**config.mk**
```make
export PLATFORM = sky130hd
export DESIGN_NAME = one_shot_timer_table_flat
export DESIGN_NICKNAME = d
export VERILOG_FILES = /design/src/sv/ostt_pkg.sv /design/src/sv/ostt_req_if.sv /design/src/sv/ostt_rsp_if.sv /design/src/sv/ostt_cell.sv /design/src/sv/one_shot_timer_table.sv /design/src/flat_wrapper.sv
export SDC_FILE = /design/constraint.sdc
export NUM_CORES = 2
export LEC_CHECK = 0
export ABC_AREA = 1
export BUFFER_PORTS_ARGS = -buffer_cell sky130_fd_sc_hd__buf_2
export CAP_MARGIN = 20
export CORE_UTILIZATION = 63
export DETAILED_ROUTE_END_ITERATION = 12
export PLACE_DENSITY = 0.85
export SLEW_MARGIN = 20
export SYNTH_ARGS = -nofsm -noshare
export SYNTH_HDL_FRONTEND = slang
export SYNTH_SLANG_ARGS = --single-unit
```
**constraint.sdc**
```tcl
create_clock -name clk -period 7.4 [get_ports clk]
set_input_delay 0 -clock clk [delete_from_list [all_inputs] [get_ports clk]]
set_output_delay 0 -clock clk [all_outputs]
set_load 0.01 [all_outputs]
```
**src/sv/ostt_pkg.sv**
```systemverilog
// ----------------------------------------------------------------------------
// ostt_pkg: shared definitions for the one-shot timer table
// Sizes, opcodes, status codes, the table entry type and id helpers.
// ----------------------------------------------------------------------------
package ostt_pkg;

  localparam int NUM_SLOTS = 16;
  localparam int ID_BITS   = 32;
  localparam int CNT_W     = $clog2(NUM_SLOTS + 1);
  localparam int IDX_W     = $clog2(NUM_SLOTS);

  localparam logic [2:0] OP_ADD       = 3'd0;
  localparam logic [2:0] OP_CANCEL    = 3'd1;
  localparam logic [2:0] OP_QUERY     = 3'd2;
  localparam logic [2:0] OP_TICK      = 3'd3;
  localparam logic [2:0] OP_CLR_OWNER = 3'd4;
  localparam logic [2:0] OP_CLR_ALL   = 3'd5;
  localparam logic [2:0] OP_SHUTDOWN  = 3'd6;

  localparam logic [1:0] STAT_DONE    = 2'd0;
  localparam logic [1:0] STAT_EXPIRED = 2'd1;
  localparam logic [1:0] STAT_HALTED  = 2'd2;
  localparam logic [1:0] STAT_FULL    = 2'd3;

  typedef struct packed {
    logic [ID_BITS-1:0] id;
    logic [31:0]        remaining;
    logic [15:0]        owner;
  } entry_t;

  function automatic logic [31:0] id_low(input logic [ID_BITS-1:0] id);
    logic [63:0] wide;
    wide = 64'(id);
    return wide[31:0];
  endfunction

  function automatic logic id_match(input logic [ID_BITS-1:0] id, input logic [31:0] tid);
    return 64'(id) == 64'(tid);
  endfunction

endpackage

```
**src/sv/ostt_req_if.sv**
```systemverilog
// ----------------------------------------------------------------------------
// ostt_req_if: command channel of the one-shot timer table
// Valid/ready channel carrying one command transaction.
// ----------------------------------------------------------------------------
interface ostt_req_if;
  logic        valid;
  logic        ready;
  logic [2:0]  opcode;
  logic [31:0] task_id;
  logic [31:0] delay_us;
  logic [31:0] elapsed_us;
  logic [15:0] owner_tag;

  modport source (output valid, opcode, task_id, delay_us, elapsed_us, owner_tag,
                  input ready);
  modport sink (input valid, opcode, task_id, delay_us, elapsed_us, owner_tag,
                output ready);
endinterface

```
**src/sv/ostt_rsp_if.sv**
```systemverilog
// ----------------------------------------------------------------------------
// ostt_rsp_if: result channel of the one-shot timer table
// Valid/ready channel carrying one result transaction.
// ----------------------------------------------------------------------------
interface ostt_rsp_if;
  logic        valid;
  logic        ready;
  logic [1:0]  status;
  logic [31:0] result_id;
  logic        pending;
  logic        last;

  modport source (output valid, status, result_id, pending, last, input ready);
  modport sink (input valid, status, result_id, pending, last, output ready);
endinterface

```
**src/sv/ostt_cell.sv**
```systemverilog
// ----------------------------------------------------------------------------
// ostt_cell: one slot of the timer chain
// Holds one entry; loads a new entry or takes its neighbor's entry on a shift.
// ----------------------------------------------------------------------------
module ostt_cell import ostt_pkg::*; (
  input  logic   clk,
  input  logic   shift_en,
  input  logic   load_en,
  input  entry_t shift_in,
  input  entry_t load_in,
  output entry_t q
);

  always_ff @(posedge clk) begin
    if (load_en) begin
      q <= load_in;
    end else if (shift_en) begin
      q <= shift_in;
    end
  end

endmodule

```
**src/sv/one_shot_timer_table.sv**
```systemverilog
// ----------------------------------------------------------------------------
// one_shot_timer_table: ordered table of one-shot timers
// Add, clear all, shutdown: result registered in the cycle after the transaction.
// Cancel, query, tick, owner clear: the chain shifts one entry per cycle past
// the head cell unless the result is stalled; a final result ends the scan.
// One command in flight; the next is taken once its results are out.
// Reset clears control, count, id counter and halt flag; slots stay unset.
// ----------------------------------------------------------------------------
module one_shot_timer_table import ostt_pkg::*; (
  input  logic       clk,
  input  logic       rst,
  ostt_req_if.sink   req,
  ostt_rsp_if.source rsp
);

  localparam logic ST_IDLE = 1'b0;
  localparam logic ST_SCAN = 1'b1;

  logic               state, state_next;
  logic [CNT_W-1:0]   count, count_next;
  logic [CNT_W-1:0]   rem, rem_next;
  logic [CNT_W-1:0]   kept, kept_next;
  logic [ID_BITS-1:0] id_counter, id_counter_next;
  logic               halted, halted_next;
  logic               found, found_next;
  logic               have_hold, have_hold_next;
  logic [31:0]        hold_id, hold_id_next;
  logic [2:0]         cur_op;
  logic [31:0]        cur_tid;
  logic [31:0]        cur_elapsed;
  logic [15:0]        cur_owner;

  logic               out_valid;
  logic [1:0]         out_status;
  logic [31:0]        out_id;
  logic               out_pending;
  logic               out_last;

  logic               emit;
  logic [1:0]         emit_status;
  logic [31:0]        emit_id;
  logic               emit_pending;
  logic               emit_last;

  entry_t             cell_q [NUM_SLOTS];
  logic               shift_en;
  logic               load_en;
  logic [IDX_W-1:0]   load_idx;
  entry_t             load_data;

  logic               go;
  logic               take;
  entry_t             head;
  logic               match_id;
  logic [31:0]        sub;
  logic               tick_on;
  logic               expire;
  logic               drop;
  entry_t             kept_entry;
  logic [ID_BITS-1:0] new_id;
  logic [CNT_W-1:0]   wpos;

  assign go        = !out_valid || rsp.ready;
  assign req.ready = (state == ST_IDLE) && go;
  assign take      = req.valid && req.ready;

  assign head     = cell_q[0];
  assign match_id = id_match(head.id, cur_tid) && (cur_tid != 32'd0);
  assign sub      = (head.remaining > cur_elapsed) ? head.remaining - cur_elapsed : 32'd0;
  assign tick_on  = (cur_op == OP_TICK) && !halted;
  assign expire   = tick_on && (sub == 32'd0);
  assign drop     = expire || ((cur_op == OP_CANCEL) && match_id) ||
                    ((cur_op == OP_CLR_OWNER) && !halted && (cur_owner != 16'd0) &&
                     (head.owner == cur_owner));
  assign new_id   = (id_counter + 1'b1 == '0) ? ID_BITS'(1) : id_counter + 1'b1;
  assign wpos     = rem + kept - 1'b1;

  always_comb begin
    kept_entry = head;
    if (tick_on) begin
      kept_entry.remaining = sub;
    end
  end

  always_comb begin
    state_next      = state;
    count_next      = count;
    rem_next        = rem;
    kept_next       = kept;
    id_counter_next = id_counter;
    halted_next     = halted;
    found_next      = found;
    have_hold_next  = have_hold;
    hold_id_next    = hold_id;
    emit            = 1'b0;
    emit_status     = STAT_DONE;
    emit_id         = 32'd0;
    emit_pending    = 1'b0;
    emit_last       = 1'b1;
    shift_en        = 1'b0;
    load_en         = 1'b0;
    load_idx        = count[IDX_W-1:0];
    load_data       = kept_entry;
    unique case (state)
      ST_IDLE: begin
        if (take) begin
          unique case (req.opcode) inside
            OP_ADD: begin
              emit = 1'b1;
              if (halted) begin
                emit_status = STAT_HALTED;
              end else if (count == CNT_W'(NUM_SLOTS)) begin
                emit_status = STAT_FULL;
              end else begin
                id_counter_next = new_id;
                count_next      = count + 1'b1;
                load_en         = 1'b1;
                load_data.id        = new_id;
                load_data.remaining = req.delay_us;
                load_data.owner     = req.owner_tag;
                emit_id         = id_low(new_id);
              end
            end
            OP_CANCEL, OP_QUERY, OP_TICK, OP_CLR_OWNER: begin
              state_next     = ST_SCAN;
              rem_next       = count;
              kept_next      = '0;
              found_next     = 1'b0;
              have_hold_next = 1'b0;
            end
            OP_CLR_ALL: begin
              count_next = '0;
              emit       = 1'b1;
            end
            OP_SHUTDOWN: begin
              count_next  = '0;
              halted_next = 1'b1;
              emit        = 1'b1;
            end
            default: begin
              emit = 1'b1;
            end
          endcase
        end
      end
      ST_SCAN: begin
        if (go) begin
          if (rem != '0) begin
            shift_en = 1'b1;
            load_en  = !drop;
            load_idx = wpos[IDX_W-1:0];
            rem_next = rem - 1'b1;
            if (!drop) begin
              kept_next = kept + 1'b1;
            end
            if ((cur_op == OP_QUERY) && match_id) begin
              found_next = 1'b1;
            end
            if (expire) begin
              hold_id_next   = id_low(head.id);
              have_hold_next = 1'b1;
              if (have_hold) begin
                emit        = 1'b1;
                emit_status = STAT_EXPIRED;
                emit_id     = hold_id;
                emit_last   = 1'b0;
              end
            end
          end else begin
            emit       = 1'b1;
            count_next = kept;
            state_next = ST_IDLE;
            if (have_hold) begin
              emit_status = STAT_EXPIRED;
              emit_id     = hold_id;
            end else begin
              emit_pending = found;
            end
          end
        end
      end
      default: begin
        state_next = ST_IDLE;
      end
    endcase
  end

  for (genvar i = 0; i < NUM_SLOTS; i++) begin : g_cell
    entry_t shift_src;
    if (i < NUM_SLOTS - 1) begin : g_mid
      assign shift_src = cell_q[i+1];
    end else begin : g_tail
      assign shift_src = cell_q[i];
    end
    ostt_cell u_cell (
      .clk      (clk),
      .shift_en (shift_en),
      .load_en  (load_en && (load_idx == IDX_W'(i))),
      .shift_in (shift_src),
      .load_in  (load_data),
      .q        (cell_q[i])
    );
  end

  always_ff @(posedge clk) begin
    if (rst) begin
      state      <= ST_IDLE;
      count      <= '0;
      id_counter <= '0;
      halted     <= 1'b0;
      have_hold  <= 1'b0;
      out_valid  <= 1'b0;
    end else begin
      state      <= state_next;
      count      <= count_next;
      id_counter <= id_counter_next;
      halted     <= halted_next;
      have_hold  <= have_hold_next;
      if (emit) begin
        out_valid <= 1'b1;
      end else if (rsp.ready) begin
        out_valid <= 1'b0;
      end
    end
  end

  always_ff @(posedge clk) begin
    rem     <= rem_next;
    kept    <= kept_next;
    found   <= found_next;
    hold_id <= hold_id_next;
    if (take) begin
      cur_op      <= req.opcode;
      cur_tid     <= req.task_id;
      cur_elapsed <= req.elapsed_us;
      cur_owner   <= req.owner_tag;
    end
    if (emit) begin
      out_status  <= emit_status;
      out_id      <= emit_id;
      out_pending <= emit_pending;
      out_last    <= emit_last;
    end
  end

  assign rsp.valid     = out_valid;
  assign rsp.status    = out_status;
  assign rsp.result_id = out_id;
  assign rsp.pending   = out_pending;
  assign rsp.last      = out_last;

`ifndef SYNTHESIS
  a_count_bound: assert property (@(posedge clk) disable iff (rst)
    count <= CNT_W'(NUM_SLOTS))
    else $error("entry count above slot count");

  a_scan_bound: assert property (@(posedge clk) disable iff (rst)
    (state == ST_SCAN) |-> ({1'b0, rem} + {1'b0, kept} <= {1'b0, count}))
    else $error("scan positions exceed entry count");

  a_halt_reject: assert property (@(posedge clk) disable iff (rst)
    (take && (req.opcode == OP_ADD) && halted) |=>
      (rsp.valid && (rsp.status == STAT_HALTED) && rsp.last))
    else $error("add after shutdown not rejected");
`endif

endmodule
```
**src/flat_wrapper.sv**
```systemverilog
// flat-port wrapper written by rule: the top's interface ports become plain ports
module one_shot_timer_table_flat import ostt_pkg::*;
  (clk, rst, req_valid, req_opcode, req_task_id, req_delay_us, req_elapsed_us, req_owner_tag, req_ready, rsp_valid, rsp_status, rsp_result_id, rsp_pending, rsp_last, rsp_ready);
  ostt_req_if req_i ();
  ostt_rsp_if rsp_i ();
  input  logic clk;
  input  logic rst;
  input wire logic [$bits(req_i.valid)-1:0] req_valid;
  input wire logic [$bits(req_i.opcode)-1:0] req_opcode;
  input wire logic [$bits(req_i.task_id)-1:0] req_task_id;
  input wire logic [$bits(req_i.delay_us)-1:0] req_delay_us;
  input wire logic [$bits(req_i.elapsed_us)-1:0] req_elapsed_us;
  input wire logic [$bits(req_i.owner_tag)-1:0] req_owner_tag;
  output wire logic [$bits(req_i.ready)-1:0] req_ready;
  output wire logic [$bits(rsp_i.valid)-1:0] rsp_valid;
  output wire logic [$bits(rsp_i.status)-1:0] rsp_status;
  output wire logic [$bits(rsp_i.result_id)-1:0] rsp_result_id;
  output wire logic [$bits(rsp_i.pending)-1:0] rsp_pending;
  output wire logic [$bits(rsp_i.last)-1:0] rsp_last;
  input wire logic [$bits(rsp_i.ready)-1:0] rsp_ready;
  assign req_i.valid = req_valid;
  assign req_i.opcode = req_opcode;
  assign req_i.task_id = req_task_id;
  assign req_i.delay_us = req_delay_us;
  assign req_i.elapsed_us = req_elapsed_us;
  assign req_i.owner_tag = req_owner_tag;
  assign req_ready = req_i.ready;
  assign rsp_valid = rsp_i.valid;
  assign rsp_status = rsp_i.status;
  assign rsp_result_id = rsp_i.result_id;
  assign rsp_pending = rsp_i.pending;
  assign rsp_last = rsp_i.last;
  assign rsp_i.ready = rsp_ready;
  one_shot_timer_table u_core (.clk(clk), .rst(rst), .req(req_i), .rsp(rsp_i));
endmodule
```
### After elaboration in Yosys (flattened, before gate mapping)

Cells that the tools add are included.

* flip-flop bits (word level): 1483
* bits in latches: 0
* RAM bits: 0
* bits in read-only memories: 0
* input bits: 119
* output and inout bits: 38
* word-level logic and storage cells: 294
* memories: 0

* add/subtract/negate cells: 7
* multipliers: 0
* divide/modulo/power cells: 0
* $lt $le $gt $ge: 1
* eq/ne operators: 39
* shifts and indexed selects: 0
* multiplexer cells: 111
* bitwise gates (word level): 4
* reductions and logical operators: 66

Operators by type and width (number)
* $mux W80: 35
* $mux W32: 11
* $mux W5: 14
* $logic_not A32 Y1: 2
* $pmux W32 S2: 1
* $pmux W5 S2: 4
* $add A32 B1 Y32 const B: 1
* $eq A32 B32 Y1: 1
* $eq A4 B4 Y1 const B: 8
* $gt A32 B32 Y1: 1
* $reduce_bool A2 Y1: 16
* $reduce_bool A32 Y1: 1
* $sub A32 B32 Y32: 1
* $mux W1: 30
* $logic_and A1 B1 Y1: 26
* $reduce_and A5 Y1: 4
* $eq A16 B16 Y1: 1
* $eq A4 B3 Y1 const B: 4
* $reduce_bool A16 Y1: 1
* $mux W2: 7
* $ne A2 B2 Y1 const B: 7
* $eq A3 B2 Y1 const B: 4
* $eq A3 B3 Y1 const B: 4
* $mux W4: 3
* 23 further kinds: 41

### Depth between registers and ports, before layout

* depth after elaboration: 12
* mapped depth: 26

### By module

Synthesis repeated with hierarchy kept, for this count alone.

* cells, all modules: 7282
* area, all modules: 69091.3 sq um

By module, submodules not included
* ostt_cell: instances 16, cells an instance 339, area an instance 3459.6 sq um, sequential area each 2402.3 sq um
* one_shot_timer_table: instances 1, cells an instance 1858, area an instance 13738.2 sq um, sequential area each 5685.5 sq um

### Worst setup path before layout

OpenSTA, ideal clock, no wires.

* path type: register to register
* start: reg u_core.g_cell[0].u_cell.q[16] (netlist name)
* end: reg u_core.g_cell[15].u_cell.q[0] (netlist name) (enable)
* data arrival time: 6169 ps
* path slack: 711 ps
* stages on the path, launching flop included: 26
* buffers on the path: 3
* cell sequence: edfxtp_1 > inv_1 > ha_1 > fa_1 > inv_1 > nand2_1 > nand2_1 > nand3_1 > nand2_2 > nand2_1 > nand2_1 > nand2_1 > nand2_4 > nand2_4 > buf_6 > nor2_1 > nor2_1 > nand2_1 > nor2_1 > nand3_2 > nand3_2 > nand2_4 > buf_6 > buf_2 > nand2_1 > nor2_1

* cells in the longest elaborated chain, start to end: 11
* elaborated cells on any way between the ends: 12
* classes of those cells: 1 x add/sub; 1 x order compare; 4 x mux; 6 x reduce/logical

Ends and longest elaborated chain
* start: declaration: RTL line ostt_cell.sv:11 `output entry_t q`
* start signal: assignment: RTL line ostt_cell.sv:16 `q <= load_in;`
* start signal: assignment: RTL line ostt_cell.sv:18 `q <= shift_in;`
* $sub A32 B32 Y32 / $gt A32 B32 Y1 (equally long branches): RTL line one_shot_timer_table.sv:69 `assign sub = (head.remaining > cur_elapsed) ? head.remaining - cur_elapsed : 32'd0;`
* $mux W32 (*): RTL line one_shot_timer_table.sv:69
* $logic_not A32 Y1 (*): RTL line one_shot_timer_table.sv:71 `assign expire = tick_on && (sub == 32'd0);`
* $logic_and A1 B1 Y1 (*): RTL line one_shot_timer_table.sv:71
* $logic_or A1 B1 Y1 (*) (2 in a row): RTL line one_shot_timer_table.sv:72 `assign drop = expire || ((cur_op == OP_CANCEL) && match_id) ||`
* $logic_not A1 Y1 (*): RTL line one_shot_timer_table.sv:150 `load_en = !drop;`
* $mux W1 (*): RTL line one_shot_timer_table.sv:148 `if (rem != '0) begin`
* $mux W1 (*): RTL line one_shot_timer_table.sv:147 `if (go) begin`
* $pmux W1 S2 (*): RTL line one_shot_timer_table.sv:104 `unique case (state)`
* $logic_and A1 B1 Y1 (*): RTL line one_shot_timer_table.sv:198 `.load_en (load_en && (load_idx == IDX_W'(i))),`
* via u_core.g_cell[15].u_cell.load_en: RTL line ostt_cell.sv:8 `input logic load_en,`
* end signal: assignment: RTL line ostt_cell.sv:16
* end signal: assignment: RTL line ostt_cell.sv:18
* end: declaration: RTL line ostt_cell.sv:11

Mark *: on every way through the listed nets, which the timed path passes. The rest lies on a longest branch.
A chain may end at the register's enable or synchronous reset.

### Worst setup path in the final report

* start: reg u_core.g_cell[0].u_cell.q[16] (netlist name)
* end: reg u_core.g_cell[0].u_cell.q[47] (netlist name), data pin

* cells in the longest elaborated chain, start to end: 12
* elaborated cells on any way between the ends: 19
* classes of those cells: 1 x add/sub; 1 x order compare; 11 x mux; 6 x reduce/logical

Ends and longest elaborated chain
* $sub A32 B32 Y32 / $gt A32 B32 Y1 (equally long branches): RTL line one_shot_timer_table.sv:69
* $mux W32 (*): RTL line one_shot_timer_table.sv:69
* $logic_not A32 Y1: RTL line one_shot_timer_table.sv:71
* $logic_and A1 B1 Y1: RTL line one_shot_timer_table.sv:71
* $logic_or A1 B1 Y1 (2 in a row): RTL line one_shot_timer_table.sv:72
* $logic_not A1 Y1: RTL line one_shot_timer_table.sv:150
* $mux W1: RTL line one_shot_timer_table.sv:148
* $mux W1: RTL line one_shot_timer_table.sv:147
* $pmux W1 S2: RTL line one_shot_timer_table.sv:104
* $logic_and A1 B1 Y1: RTL line one_shot_timer_table.sv:198
* $mux W80 (*): RTL line ostt_cell.sv:15 `if (load_en) begin`

Mark *: on every way between the ends. The rest lies on a longest branch, timed or not.

==> impl_metrics.yaml <==
critical_path:
  required_ps: 7990
  regToRegStartpoint: "u_core.g_cell[0].u_cell.q[16]"
  cp_max_fo: 86
  reg2reg_slack_ps: 1380
  r2r-end: "u_core.g_cell[0].u_cell.q[47]"
  end_kind: "flop"
  critPathKind: "reg2reg"
  startpoint_type: "flop"
  rr_worst_depth: 24
  cp.arrival_ps: 6610
  setup.worst_path.start: "u_core.g_cell[0].u_cell.q[16]"
placement:
  io_buffers: 156
  place_inst: 8412
  gp_congestion: 0.9541
  hpwlAfterDp_um: 113700
pwr:
  p_total_mw: 22.08
  switching_share_pct: 29.91
  power.switching_mw: 6.602
  vdd_drop_max_v: 0.0003349
  clkPwrFrac_pct: 34.9
  p_int_mw: 15.47
  p_per_area_nw_per_um2: 284.1
  p_comb_share_pct: 17.1
  p_leak_nw: 32.69
  pwr-share-seq_pct: 48.0
logic_synthesis:
  yosysUniqueCellTypes: 44
  netlist_top_cells_area: "edfxtp_1, nand2_1, nand3_1"
  synth_top_area_cell: "edfxtp_1"
  synth.most_common_cell: "nand2_1"
  synth_cells: 7232
  synth_area_um2: 69210
  syn_area_per_cell_um2: 9.571
  yosys_warnings: 0
  syn_nets: 7394
  ys.flop_type: "edfxtp_1"
  async_flop_share_pct: 0
  synth.top_cell.area_share_pct: 62.56
  yosys-top-cells-count: "nand2_1, edfxtp_1, nand3_1, inv_1, clkbuf_1"
  seq_area_frac_synth_pct: 63.75
  synth_edf_count: 1442
  ys_ff_latch: 1483
run_status:
  status: "finished clean"
timing:
  period_needed_ps: 6022
  slew_headroom_pct: 16.12
  setup_tns_ps: 0
  finalMaxSlewViolations: 0
  timing.fmax_mhz: 166.1
  tightest_slew_ps: 1258
  fin_worst_skew_ps: 31.01
  fin_crit_sh_pct: 81.38
  fin_hold_ws_ps: 47.19
  rsz0062_at_grt: "no"
  finalSetupViolCount: 0
  finalHoldViolCount: 0
detailed_routing:
  drtIter0Drc: 9007
  postRouteAntennaNets: 0
  drt_first_pass_iters: 7
  drc: 0
  wl_um: 209500
  vias: 56550
  wl_per_cell_um: 23.58
  vias_per_cell: 6.362
hold_path:
  hold_path_end: "u_core.cur_op[2]"
  holdPathStages: 2
  min_path_type: "in2reg"
  hold_path.startpoint: "req_opcode[2]"
final_layout:
  drive_above_1_share_pct: 7.640
  n_fill_cell: 7052
  layout.cells.non_filler: 8888
  diodes: 0
  finalNetCount: 7512
  finish.utilization_pct: 71.37
  synthToLayoutAreaGrowth_pct: 12.25
global_routing:
  grt_pass1_wl_um: 316700
  grt_overflow: 0
  grt_pass1_vias: 54720
  grt_max_degree: 268
  antenna_found_initial: 4
  grtUsageTotal_pct: 37.33
clocking:
  cts_buffers: 151
  clock-sinks: 1483
  clkTransAtPathRegs_ps: 70
  clk_path_buf_depth: 3
  cts_resized: 0
  htree_levels: 4
  clock_latency_ps: 800
  cts_root_buffer: "clkbuf_16"
  cts_tree: "yes"
die:
  pin_count: 157
  die_w_um: 333.5
  dieHeight_um: 333.5
  start_util_pct: 63.58
  die_area_um2: 111200
  num_rows: 121
  core_area_um2: 108900
job:
  cap_viol_max_count: 0
state kept, by name (all words and copies together) (netlist names), 2 cells and up:
signal	flops
u_core.g_cell.u_cell.q	1280
u_core.cur_elapsed	32
u_core.cur_tid	32
u_core.hold_id	32
u_core.id_counter	32
u_core.rsp.result_id	32
u_core.cur_owner	16
u_core.count	5
u_core.kept	5
u_core.rem	5
u_core.cur_op	3
u_core.rsp.status	2
power groups by stage:
| stage | Combinational (mW) | Sequential [mW] | Clock [mW] |
|---|---|---|---|
| after floorplan | 2.32 | 10.7 | 0 |
| after global placement | 3.40 | 10.7 | 0 |
| after detailed placement | 3.50 | 10.7 | 0 |
| after CTS | 3.62 | 10.6 | 7.63 |
| after global routing | 4.02 | 10.6 | 7.96 |
| final | 3.78 | 10.6 | 7.71 |
what timing repair did:
action	in CTS	in global routing
hold endpoints to repair	437	0
setup buffers	0	0
hold buffers	196	0
per-stage QoR:
| stage | instance area (um2) | setup slack, ps |
|---|---|---|
| after floorplan | 69210 | 711.3 |
| after CTS | 77560 | 1538 |
| after global placement | 70730 | 1727 |
| after detailed placement | 70750 | 1621 |
| after global routing | 77690 | 1082 |
| final | 77690 | 1378 |
layer usage:
layer	track usage (%)	share of wire, %
met1	46.92	34
met2	60.88	47
met3	8.402	13
met4	19.28	5.4
met5	0	0.039
critical path, stage by stage (launching register included):
cell and delay (ps):
edfxtp_1 350, inv_1 50, ha_1 240, fa_1 410, inv_1 110, nand2_1 50, nand2_1 120, nand3_1 100
nand2_2 110, nand2_1 90, nand2_1 80, nand2_1 80, nand2_4 180, nand2_4 210, nor2_1 280, nor2_1 90
nand2_1 80, nor2_1 60, nand3_2 290, nand3_2 190, nand2_8 520, buf_4 770, buf_4 720, nand3_1 200
nand2_1 290
cells by family after synthesis:
family	Yosys count	synth area share (%)
flip-flops	1483	63.75
adder cells (fa/ha/maj)	43	0.7990
buffers and inverters	785	4.845
AO/OA/AOI/OAI	192	1.444
XOR/XNOR	77	0.9744
AND/OR/NAND/NOR	4652	28.19
area by class of cell:
| class | count | area, um2 | area share [%] |
|---|---|---|---|
| Sequential cell | 1483 | 44120 | 56.79 |
| Clock buffer | 196 | 4010 | 5.161 |
| Inverter | 280 | 1055 | 1.358 |
| Clock inverter | 81 | 844.6 | 1.087 |
| Tap cell | 1414 | 1769 | 2.277 |
| Timing Repair Buffer | 470 | 3745 | 4.820 |
| Multi-Input combinational cell | 4964 | 22150 | 28.51 |
worst max-delay path by stage:
stage	endpoint	slack (ps)
3_5_place_dp	u_core.g_cell[0].u_cell.q[46]	1620
6_report	u_core.g_cell[0].u_cell.q[47]	1380
3_3_place_gp	u_core.g_cell[0].u_cell.q[46]	1730
4_1_cts	u_core.g_cell[0].u_cell.q[47]	1540
5_1_grt	u_core.g_cell[0].u_cell.q[47]	1080
2_1_floorplan	u_core.g_cell[15].u_cell.q[0]	710
placed cells by master (no fill, tap or decap), types with 4 or more instances in the layout:
cell type	count
clkinv_8	5
nor2_1	183
clkbuf_16	153
nor4_1	14
inv_6	5
nand2_4	31
clkinv_2	20
o21ai_0	26
o21ai_2	11
nand3b_1	16
nor3_1	32
clkbuf_1	41
o21ai_1	19
buf_4	107
or2_2	9
a21oi_2	7
clkinv_1	33
edfxtp_1	1442
a211oi_1	4
nand3_1	1292
and3_1	6
dlygate4sd3_1	196
inv_1	275
nor2_4	19
ha_1	41
nor2_2	4
nand2_1	2984
bufinv_16	13
nand4_1	45
buf_2	156
a21oi_1	115
xnor2_1	43
dfxtp_1	41
xor2_1	34
buf_6	5
Power figures use the tool's default switching activity.
